--- config.mk ---
export PLATFORM = sky130hd
export DESIGN_NAME = wpe_rem
export DESIGN_NICKNAME = d
export VERILOG_FILES = /design/src/design/wpe_pkg.sv /design/src/design/wpe_rem.sv
export SDC_FILE = /design/constraint.sdc
export NUM_CORES = 1
export LEC_CHECK = 0
export ABC_AREA = 1
export ABC_CLOCK_PERIOD_IN_PS = 8500
export BUFFER_PORTS_ARGS = -buffer_cell sky130_fd_sc_hd__buf_2
export CAP_MARGIN = 10
export CORE_MARGIN = 1.5
export CORE_UTILIZATION = 25
export CTS_CLUSTER_DIAMETER = 100
export DETAILED_ROUTE_END_ITERATION = 16
export SYNTH_ARGS = -nofsm -noshare
export SYNTH_HDL_FRONTEND = slang
export SYNTH_SLANG_ARGS = --single-unit
--- constraint.sdc ---
create_clock -name i_clk -period 8.5 [get_ports i_clk]
set_clock_uncertainty 0.2 [all_clocks]
set_input_delay 0.85 -clock i_clk [delete_from_list [all_inputs] [get_ports i_clk]]
set_output_delay 0.85 -clock i_clk [all_outputs]
set_load 0.01 [all_outputs]
--- src/design/wpe_pkg.sv ---
// shared constants, tables and field widths of the wave phase estimator
package wpe_pkg;

    // field widths of input and result words
    localparam int SUM_W    = 32;
    localparam int OFF_W    = 16;
    localparam int PHASE_W  = 19;
    localparam int SUB_W    = 9;
    localparam int END_W    = 19;
    localparam int IN_DW    = 80;
    localparam int OUT_DW   = 48;

    // wave length register
    localparam int                LEN_W    = 11;
    localparam logic [LEN_W-1:0]  WL_MIN   = 11'd2;
    localparam logic [LEN_W-1:0]  WL_MAX   = 11'd1024;
    localparam logic [LEN_W-1:0]  WL_RESET = 11'd32;

    // cordic datapath: angles in 2^-32 turn
    localparam int ANG_W     = 34;
    localparam int XY_W      = 59;
    localparam int PRESCALE  = 24;
    localparam int TABLE_LEN = 24;
    localparam logic signed [ANG_W-1:0] QUARTER_TURN = 34'sd1073741824;
    localparam logic signed [ANG_W-1:0] HALF_TURN    = 34'sd2147483648;

    // atan(2^-i) in 2^-32 turn
    localparam logic [31:0] ATAN_TURNS [0:TABLE_LEN-1] = '{
        32'd536870912, 32'd316933406, 32'd167458907, 32'd85004756,
        32'd42667331,  32'd21354465,  32'd10679838,  32'd5340245,
        32'd2670163,   32'd1335087,   32'd667544,    32'd333772,
        32'd166886,    32'd83443,     32'd41722,     32'd20861,
        32'd10430,     32'd5215,      32'd2608,      32'd1304,
        32'd652,       32'd326,       32'd163,       32'd81
    };

endpackage

--- src/design/wpe_rem.sv ---
// pipelined signed remainder of acc by len << (frac-1), one quotient bit per stage
module wpe_rem #(
    parameter int ACC_W  = 25,
    parameter int FRAC   = 8,
    parameter int SIDE_W = 28
) (
    input  logic                            i_clk,
    input  logic                            i_rst_n,
    input  logic [wpe_pkg::LEN_W-1:0]       i_len,
    input  logic                            i_valid,
    output logic                            o_ready,
    input  logic signed [ACC_W-1:0]         i_acc,
    input  logic [SIDE_W-1:0]               i_side,
    output logic                            o_valid,
    input  logic                            i_ready,
    output logic signed [ACC_W-1:0]         o_rem,
    output logic [SIDE_W-1:0]               o_side
);
    import wpe_pkg::*;

    localparam int DN    = ACC_W - FRAC + 1;
    localparam int LOW_W = FRAC - 1;
    localparam int RW    = LEN_W;

    logic [DN+1:0] r_v;
    logic [DN+1:0] w_adv;

    logic [DN-1:0]     r_d    [0:DN];
    logic [RW-1:0]     r_rem  [0:DN];
    logic [LOW_W-1:0]  r_low  [0:DN];
    logic              r_sgn  [0:DN];
    logic [SIDE_W-1:0] r_side [0:DN];
    logic signed [ACC_W-1:0] r_out;
    logic [SIDE_W-1:0]       r_side_o;

    logic [DN-1:0]     n_d    [0:DN];
    logic [RW-1:0]     n_rem  [0:DN];
    logic [ACC_W-1:0]  w_mag;
    logic signed [ACC_W-1:0] n_out;

    assign w_adv[DN+1] = !r_v[DN+1] || i_ready;
    genvar k;
    generate
        for (k = 0; k <= DN; k++) begin : g_adv
            assign w_adv[k] = !r_v[k] || w_adv[k+1];
        end
    endgenerate

    assign o_ready = w_adv[0];
    assign o_valid = r_v[DN+1];
    assign o_rem   = r_out;
    assign o_side  = r_side_o;

    // valid bits
    always_ff @(posedge i_clk) begin
        if (!i_rst_n) begin
            r_v <= '0;
        end else begin
            for (int j = 0; j <= DN + 1; j++) begin
                if (w_adv[j]) begin
                    r_v[j] <= (j == 0) ? i_valid : r_v[j-1];
                end
            end
        end
    end

    // magnitude split: upper part divided by len, lower bits pass through
    always_comb begin
        w_mag  = i_acc[ACC_W-1] ? ACC_W'(-i_acc) : ACC_W'(i_acc);
        n_d[0] = w_mag[ACC_W-1:LOW_W];
        n_rem[0] = '0;
    end

    // restoring steps
    always_comb begin
        logic [RW:0] t;
        for (int i = 0; i < DN; i++) begin
            t = {r_rem[i], r_d[i][DN-1]};
            if (t >= {1'b0, i_len}) begin
                n_rem[i+1] = RW'(t - {1'b0, i_len});
            end else begin
                n_rem[i+1] = RW'(t);
            end
            n_d[i+1] = r_d[i] << 1;
        end
    end

    // reassemble and restore the dividend's sign
    always_comb begin
        logic [RW+LOW_W-1:0] m;
        m = {r_rem[DN], r_low[DN]};
        n_out = r_sgn[DN] ? -ACC_W'(m) : ACC_W'(m);
    end

    always_ff @(posedge i_clk) begin
        for (int j = 0; j <= DN; j++) begin
            if (w_adv[j]) begin
                r_d[j]   <= n_d[j];
                r_rem[j] <= n_rem[j];
                if (j == 0) begin
                    r_low[j]  <= w_mag[LOW_W-1:0];
                    r_sgn[j]  <= i_acc[ACC_W-1];
                    r_side[j] <= i_side;
                end else begin
                    r_low[j]  <= r_low[j-1];
                    r_sgn[j]  <= r_sgn[j-1];
                    r_side[j] <= r_side[j-1];
                end
            end
        end
        if (w_adv[DN+1]) begin
            r_out    <= n_out;
            r_side_o <= r_side[DN];
        end
    end

endmodule

# Word-level counts from Yosys, hierarchy flattened
# Memories as Yosys holds them, arrays and structs flattened. A register that Yosys moved wholly into a read port is not among the register bits.
# Cells that the tools add are included.
# totals
reg_bits	45
latch_bits	0
mem_bits_rw	1235
rom_bits	0
inputBits	68
out_inout_bits	55
elab_cells	163
memories	5
# memory_table
name	depth	word_bits	read_ports	rd_clocked_by_memory_dff	wr	line	text
r_side	19	28	19	1	19	wpe_rem.sv:32	logic [SIDE_W-1:0] r_side [0:DN];
r_d	19	18	18	0	19	wpe_rem.sv:28	logic [DN-1:0] r_d [0:DN];
r_rem	19	11	19	0	19	wpe_rem.sv:29	logic [RW-1:0] r_rem [0:DN];
r_low	19	7	19	0	19	wpe_rem.sv:30	logic [LOW_W-1:0] r_low [0:DN];
r_sgn	19	1	19	0	19	wpe_rem.sv:31	logic r_sgn [0:DN];
# op_classes
addsub	20
mul	0
div_mod_pow	0
magnitude_cmp	18
n_eq_ne	0
n_shift	0
muxes	58
bitwise_logic	0
reduce_logical	40
# ops
operator	count
12-bit by 11-bit greater-or-equal comparator with 1-bit output	18
11-bit two-way mux	18
11-bit subtractor	18
1-bit two-way mux	38
25-bit two-way mux	1
18-bit negator with 25-bit output	1
25-bit negator	1
1-bit zero test	20
1-bit logical OR	20
18-bit two-way mux	1

# Depth between registers and ports, before layout
# Gate-level depths: netlist of the first run.
# depth
depth_word	23
ltp_mapped	15
depth_no_buf	14

# Least setup slack after synthesis of the first run
# OpenSTA, ideal clock, no wires.
# synth_path
path_kind	in2reg
from	input port i_ready
to	memory r_d[1][10] (netlist name) (enable)
setup_time_ps	621
arrival_time_ps	5891
required_ps	7679
path_slack_ps	1788
cell_stages	10
path_buffers	0
cell_sequence	inv_1 > nand4_4 > nor3_4 > nand4_4 > nor2_4 > nand4_4 > nor2_4 > nand4_4 > nor2_8 > nand3_2
# synth_lines
item	line	text
start: declaration	wpe_rem.sv:15	input logic i_ready,
end: declaration	wpe_rem.sv:28	

# Worst setup path after layout of the first run
# layout_path
from	register r_v[19]
to	output port o_ready
# layout_via
elab_chain_cells	21
# layout_lines
item	line	text
start: declaration	wpe_rem.sv:25	logic [DN+1:0] r_v;
start signal: indexed assignment	wpe_rem.sv:61	r_v[j] <= (j == 0) ? i_valid : r_v[j-1];
1-bit zero test	wpe_rem.sv:41	assign w_adv[DN+1] = !r_v[DN+1] || i_ready;
1-bit logical OR	wpe_rem.sv:41	
1-bit logical OR (2 in a row)	wpe_rem.sv:45	assign w_adv[k] = !r_v[k] || w_adv[k+1];
via w_adv[17]	wpe_rem.sv:26	logic [DN+1:0] w_adv;
1-bit logical OR (5 in a row)	wpe_rem.sv:45	
via w_adv[12]	wpe_rem.sv:26	
1-bit logical OR (4 in a row)	wpe_rem.sv:45	
via w_adv[8]	wpe_rem.sv:26	
1-bit logical OR (4 in a row)	wpe_rem.sv:45	
via w_adv[4]	wpe_rem.sv:26	
1-bit logical OR (4 in a row)	wpe_rem.sv:45	
end: declaration	wpe_rem.sv:11	output logic o_ready,
# The timed path passes the listed nets, and every way through them passes these cells.

==> results of run 1 <==
## cells in the final DEF (no fill, tap or decap), drive strengths merged, types with 20 or more instances in the layout
master / count
a21oi: 363
clkbuf: 126
o21ai: 105
clkinv: 43
nor2: 312
nand3: 54
dfxtp: 20
buf: 163
xor2: 131
nand2: 196
nor3: 60
ha: 191
inv: 242
xnor2: 47
edfxtp: 1106
## stage by stage
step	setup slack, ps	area [µm²]	util, %	hold WS [ps]	instances
2_1_floorplan	1790	44700	-	200	2987
3_3_place_gp	2330	48500	27.3	201	5465
3_5_place_dp	2210	48500	27.3	205	5465
4_1_cts	2350	52100	29.3	96.7	5660
5_1_grt	2080	52100	29.3	99.0	5660
6_report	2600	52100	29.3	153	5660
## kinds of logic after synthesis
logic type	after synthesis
compound gates	537
xor+xnor	178
fa+ha+maj	208
buf+inv	283
flops	1126
mux	3
simple gates	652
## final cells by class
type                       instances  area share [%]
clock buffer                     126            5.21
clock inverter                    69            1.61
inverter                         243            1.75
multi-input combinational       1578            19.5
sequential                      1126            64.5
tap                             2355            5.66
timing repair buffer             163            1.76
## report_power, final
group / total [W] / switching, W / internal (W)
Sequential: 0.00745 / 0.000376 / 0.00708
Combinational: 0.00324 / 0.00193 / 0.00131
Clock: 0.00476 / 0.00198 / 0.00278
Total: 0.0155 / 0.00429 / 0.0112
## state kept, by name, summed over array words and instances (netlist names)
name / flops
o_side: 28
r_sgn: 19
r_rem: 198
o_rem: 25
r_side: 532
r_d: 171
r_low: 133
r_v: 20
## metal layers
metal	GRT usage (%)	wire length, µm	up-vias
li1	-	-	11400
met2	15.3	40300	397
met5	0	0	-
met3	1.53	2600	156
met4	2.68	2220	0
met1	10.6	35200	11000
## worst paths after layout
| check | slack (ps) | endpoint |
|---|---|---|
| setup / recovery | 2600 | o_ready |
| hold / removal | 150 | r_side[0][8]$_DFFE_PP_ |
| setup reg to reg | 3030 | r_d[2][13]$_DFFE_PP_ |
| hold reg to reg | 200 | r_low[10][5]$_DFFE_PP_ |
## critical path, stage by stage, from the launching register on
cell	delay (ps)
dfxtp_1	430
nand4_4	770
nor3_4	490
nand4_4	100
buf_4	350
nor2_4	270
nand4_4	90
buf_4	350
nor2_4	290
nand4_4	90
buf_4	360
nor2_8	260
nand4_4	110
buf_2	180
==> metrics.md, run 1 <==
| Metric | Value |
|---|---|
| Post-CTS setup buffers | 0 |
| Register area | 33600 µm² |
| Post-Synth XOR/XNOR Area | 3.49% |
| Multi-input combinational cell area | 10100 µm² |
| Fin nets | 3491 |
| Most common cell in the synthesized netlist | edfxtp_1 |
| Vias per cell | 4.05 |
| Dominant combinational cell family by area after synthesis | compound AO/OA/AOI/OAI gates |
| Ys flop type | edfxtp_1 |
| Total CTS buffers | 103 |
| Largest net degree at the start of global routing | 66 |
| Tightest Hold Check Type | in2reg |
| Vias in the first global route | 22.7k |
| FF-to-FF path depth | 13 |
| Post-synth ARST share | 0% |
| # IOs | 123 |
| DIE AREA | 181000 µm² |
| Pwr/cell area | 297 nW/µm² |
| Hold-fix buffers, CTS | 0 |
| Layout cell share with drive strength beyond 1 | 11.3% |
| YS warnings | 0 |
| PostCTS Resize Cnt | 0 |
| Final Hold Fails | 0 |
| Max cap viols | 0 |
| H-tree levels | 3 |
| Max rail drop VDD | 155 µV |
| Synthesized flop and latch total | 1126 |
| Worst-Skew Late Latency | 670 ps |
| Seq/Total Area, Yosys | 75.2% |
| 1st-iter DRT viols | 1204 |
| Sum of negative setup slack | 0 ps |
| Data required, critical path | 7450 ps |
| CTS tree | yes |
| Final setup fails | 0 |
| Area growth syn-to-layout | 16.5% |
| Mux share of post-synthesis cell area | 0.0756% |
| DP HPWL | 55.8 mm |
| PortBufs | 122 |
| Final worst path period need | 5900 ps |
| Syn_area_per_cell | 15.0 µm² |
| Largest cells by area after synthesis | edfxtp_1 (74%), ha_1 (5.3%), a21oi_1 (4.0%) |
| WHS Path Cells | 1 |
| Least-Margin Pin Slew | 1130 ps |
| Pre-antenna DRT Iters | 5 |
| Clock Tree Root | clkbuf_16 |
| Starting Density | 25.1% |
| Filler cell count | 17.7k |
| # clock sinks | 1126 |
| Total track usage | 8.63% |
| Initial antenna violation count | 11 |
| Cell Area, Synth | 44700 µm² |
| EDFF count, synth | 1106 |
| Diodes inserted | 0 |
| Final wirelength | 80.2 mm |
| Buffer levels on the longest clock path | 3 |
| Grt ovf | 0 |
| Synth area leader | edfxtp_1 |
| Overall Power | 0.0155 W |
| Hold Path Origin | i_side[8] |
| First-pass GRT wire length | 124 mm |
| Maximum clock frequency | 0.169 GHz |
| Top cells by count, synth | edfxtp_1 (1106), a21oi_1 (360), nor2_1 (309), inv_1 (242), nand2_1 (195) |
| Core ar. | 178000 µm² |
| CP arrival | 4850 ps |
| Clock transition at path regs | 60 ps |
| Post-route DRC violation count | 0 |
| Die Y | 426 µm |
| Wire per inst | 14.2 µm |
| Die X-Extent | 426 µm |
| Post-synth cell types | 44 |
| Yosys top cell area share | 74.3% |
| Syn_nets | 3263 |
| Critical path peak fanout | 63 |
| RSZ-0062 raised after global routing | false |
| Site Rows | 155 |
| WS Path Type | reg2out |
| Antenna-violating nets left | 0 |
| Final GP Congestion | 0.832 |
| Syn Inst Count | 2987 |
| Max-slew violation count | 0 |
| Nature of the critical path endpoint | output pin |
| P_leak | 19.6 nW |
| Adder-Cell Fraction of Synth Area | 6.11% |
| Via count | 22.9k |
| Simple-gate share of the synthesized area | 6.26% |
| Worst setup SP type | flip-flop |
| Outcome | finished, final reports clean |
| Max_slew headroom | 24.8% |
| Period utilization | 69.5% |
| RR Startpoint | r_v[19]$_SDFFE_PN0P_ |
| Crit path launch | r_v[19]$_SDFFE_PN0P_ |
| Compound-gate portion of the synthesized area | 6.49% |
(Power assumes the default switching activity.)
==> run 2: changes to the inputs <==
- ABC_AREA: 1 -> 0
- ABC_CLOCK_PERIOD_IN_PS: 8500 -> 5150
- clock period: 8.5 -> 5.15 ns (I/O delays scaled with it)
==> run 2 against run 1 <==
Compared with the run above: area after synthesis rose by 0.98%; flip-flop and latch count unchanged; critical path depth decreased by 2; power up 67%; count of clock-buffer cells in the layout is 6 lower; register-to-register slack worse by 1200 ps; hold slack lost 66 ps; global-route usage decreased by 0.34 points; sequential share of layout area shrank 1.3 points; largest power group unchanged; highest routed layer unchanged.
==> metrics.md, run 2 <==
| Metric | Value |
|---|---|
| WS Path Type | in2out |
| Crit path launch | i_ready |
| Critical path peak fanout | 60 (-4.8%) |
| Top flop regs | r_side: 532 flops, r_rem: 198 flops, r_d: 171 flops |
| P_leak | 19.7 nW (+0.55%) |
| Total CTS buffers | 107 (+3.9%) |
| Syn_nets | 2954 (-9.5%) |
| Most frequent cells in the layout | edfxtp_1 (1106), ha_1 (191), nor2_1 (136) |
| Via count | 22.2k (-3.1%) |
| Final setup fails | 0 (unchanged) |
| Synthesized flop and latch total | 1126 (unchanged) |
| RR Startpoint | r_v[13]$_SDFFE_PN0P_ |
| First-pass GRT wire length | 122 mm (-1.2%) |
| # clock sinks | 1126 (unchanged) |
| Cell Area, Synth | 45100 µm² (+0.98%) |
| Reg with most FFs | r_side |
| CTS tree | yes |
| Final worst path period need | 3870 ps |
| Reg-to-reg endpoint | r_d[3][17]$_DFFE_PP_ |
| Diodes inserted | 0 (unchanged) |
| Vias per cell | 4.11 (+1.4%) |
| Pre-antenna DRT Iters | 5 (unchanged) |
| Final GP Congestion | 0.810 (-2.7%) |
| Final wirelength | 77.0 mm (-4.0%) |
| PostCTS Resize Cnt | 0 (unchanged) |
| Clock Tree Root | clkbuf_16 |
| Syn_area_per_cell | 16.9 µm² (+13%) |
| Yosys top cell area share | 73.6% (-0.72 points) |
| 1st-iter DRT viols | 1277 (+6.1%) |
| Most common cell in the synthesized netlist | edfxtp_1 |
| Sum of negative setup slack | 0 ps (unchanged) |
| Area growth syn-to-layout | 17.7% |
| Worst-Skew Late Latency | 710 ps (+40 ps) |
| Max-slew violation count | 0 (unchanged) |
| Wire per inst | 14.2 µm (+0.48%) |
| RSZ-0062 raised after global routing | false |
| Outcome | finished, final reports clean |
| Starting Density | 25.2% (+0.11 points) |
| FF-to-FF path depth | 8 (-5) |
| Syn Inst Count | 2678 (-10%) |
| Max_slew headroom | 24.6% (-0.22 points) |
| CP arrival | 3160 ps (-1690 ps) |
| Die X-Extent | 428 µm (+0.48%) |
| Post-synth cell types | 67 (+52%) |
| Post-synth ARST share | 0% (unchanged) |
| Max cap viols | 0 (unchanged) |
| Core ar. | 179000 µm² (+0.54%) |
| Maximum clock frequency | 0.258 GHz |
| Synth area leader | edfxtp_1 |
| Slowest-stage cell, CP | dlygate4sd3_1 |
| Largest cells by area after synthesis | edfxtp_1 (74%), ha_1 (5.3%), mux2_2 (2.8%) |
| Worst-path cell chain | dlygate4sd3_1, buf_2, nor2b_4, inv_2, nor3_4, and2_4, and3_4, inv_4, nor3_4, nand3_2, buf_2 |
| PortBufs | 122 (unchanged) |
| Largest register FFs | 532 (unchanged) |
| Seq/Total Area, Yosys | 74.4% (-0.73 points) |
| H-tree levels | 3 (unchanged) |
| Total track usage | 8.29% (-0.34 points) |
| Initial antenna violation count | 3 (-8) |
| Final Hold Fails | 0 (unchanged) |
| Layout cell share with drive strength beyond 1 | 15.5% (+4.2 points) |
| Tightest Hold Check Type | in2reg |
| # IOs | 123 (unchanged) |
| Site Rows | 155 (unchanged) |
| Buffer levels on the longest clock path | 3 (unchanged) |
| Largest net degree at the start of global routing | 65 (-1.5%) |
| Pwr/cell area | 485 nW/µm² (+64%) |
| Antenna-violating nets left | 0 (unchanged) |
| Clock transition at path regs | 60 ps (about the same) |
| EDFF count, synth | 1106 (unchanged) |
| Fin nets | 3241 (-7.2%) |
| Top cells by count, synth | edfxtp_1 (1106), ha_1 (191), nor2_1 (136), nand2_1 (120), xnor2_1 (117) |
| Post-route DRC violation count | 0 (unchanged) |
| YS warnings | 0 (unchanged) |
| Max rail drop VDD | 260 µV (+68%) |
| Period utilization | 75.2% |
| Overall Power | 0.0258 W (+67%) |
| Grt ovf | 0 (unchanged) |
| Final worst slack | 1280 ps (-1320 ps) |
| Data required, critical path | 4430 ps (-3020 ps) |
| Most common cell after layout, fill and taps aside | edfxtp_1 |
| Worst setup SP type | input pin |
| DP HPWL | 51.9 mm (-7.1%) |
| Least-Margin Pin Slew | 1130 ps (+3.28 ps) |
| Setup WS pre-CTS | 1310 ps (-906 ps) |
| Nature of the critical path endpoint | output pin |
| DIE AREA | 183000 µm² (+0.97%) |
| Ys flop type | edfxtp_1 |
| Die Y | 428 µm (+0.48%) |
| Largest stage delay, worst path | 540 ps (-230 ps) |
| Vias in the first global route | 22.7k (+0.044%) |
| Crit path to | o_ready |
| Flop-to-flop setup slack | 1870 ps (-1160 ps) |
run 2: cell types whose count changed in the layout (fill, tap and decap cells not counted), moves of 63 or more:
cell | previous run | this run
a21oi_1 | 360 | 107
dlygate4sd3_1 | 0 | 63
inv_1 | 233 | 72
mux2_2 | 3 | 112
nand2_1 | 191 | 112
nand2b_1 | 0 | 65
nor2_1 | 309 | 136
xnor2_1 | 47 | 117
xor2_1 | 131 | 40
run 2: cells by family (layout without fill, tap and decap cells):
logic type,Yosys count,count (layout),share of synthesized area [%]
compound gates,447,447,6.63
xor+xnor,157,157,3.05
fa+ha+maj,208,208,6.05
buf+inv,121,497,1.06
flops,1126,1126,74.4
mux,143,143,3.48
simple gates,476,476,5.29
run 2: worst max-delay path: cells and delay by family:
family,cells,cell delay (ps)
buffers and inverters,5,1160
AND/OR/NAND/NOR,6,1480
run 2: timing repair:
| action | in CTS | in global routing |
|---|---|---|
| buffers inserted | 0 | 0 |
| hold buffers | 63 | 0 |
| endpoints found under the hold margin | 72 | 0 |
run 2: worst min-delay path by stage:
stage	from	end	slack, ps	cells after the start
floorplan	r_side[18][0]$_DFFE_PP_	o_side[0]$_DFFE_PP_	200	0
global placement	r_d[11][16]$_DFFE_PP_	r_d[12][17]$_DFFE_PP_	200	0
detailed placement	r_side[18][17]$_DFFE_PP_	o_side[17]$_DFFE_PP_	200	0
CTS	i_acc[24]	r_sgn[0]$_DFFE_PP_	6	1
global route	i_acc[24]	r_sgn[0]$_DFFE_PP_	50	1
finish	i_acc[24]	r_sgn[0]$_DFFE_PP_	90	1
run 2: metrics by stage:
stage | utilization [%] | instances | hold WS, ps | instance area (µm²)
floorplan | - | 2678 | 200 | 45100
global placement | 27.3 | 5148 | 201 | 48800
detailed placement | 27.3 | 5148 | 205 | 48800
CTS | 29.7 | 5409 | 6.11 | 53200
global route | 29.7 | 5409 | 47.7 | 53200
finish | 29.7 | 5409 | 86.8 | 53200
run 2: power by group:
part	switching, W	internal [W]	leakage [nW]
Sequential	0.000598	0.0116	12.0
Clock	0.00341	0.00477	1.81
Combinational	0.00285	0.00258	5.95
Total	0.00686	0.0189	19.7
run 2: layer usage:
layer | vias up | routed length [µm] | GRT usage, %
met4 | 0 | 2290 | 3.03
met3 | 167 | 2920 | 1.62
li1 | 11000 | - | -
met2 | 399 | 37200 | 14.3
met1 | 10700 | 34600 | 10.3
met5 | - | 0 | 0
run 2: layout make-up:
type / instances / area [µm²]
inverters: 83 / 314
clock buffers: 120 / 2730
well taps: 2355 / 2950
flip-flops and latches: 1126 / 33600
multi-input cells: 1431 / 11100
repair buffers: 216 / 1470
clock inverters: 78 / 995
fillers: 17500 / 126000
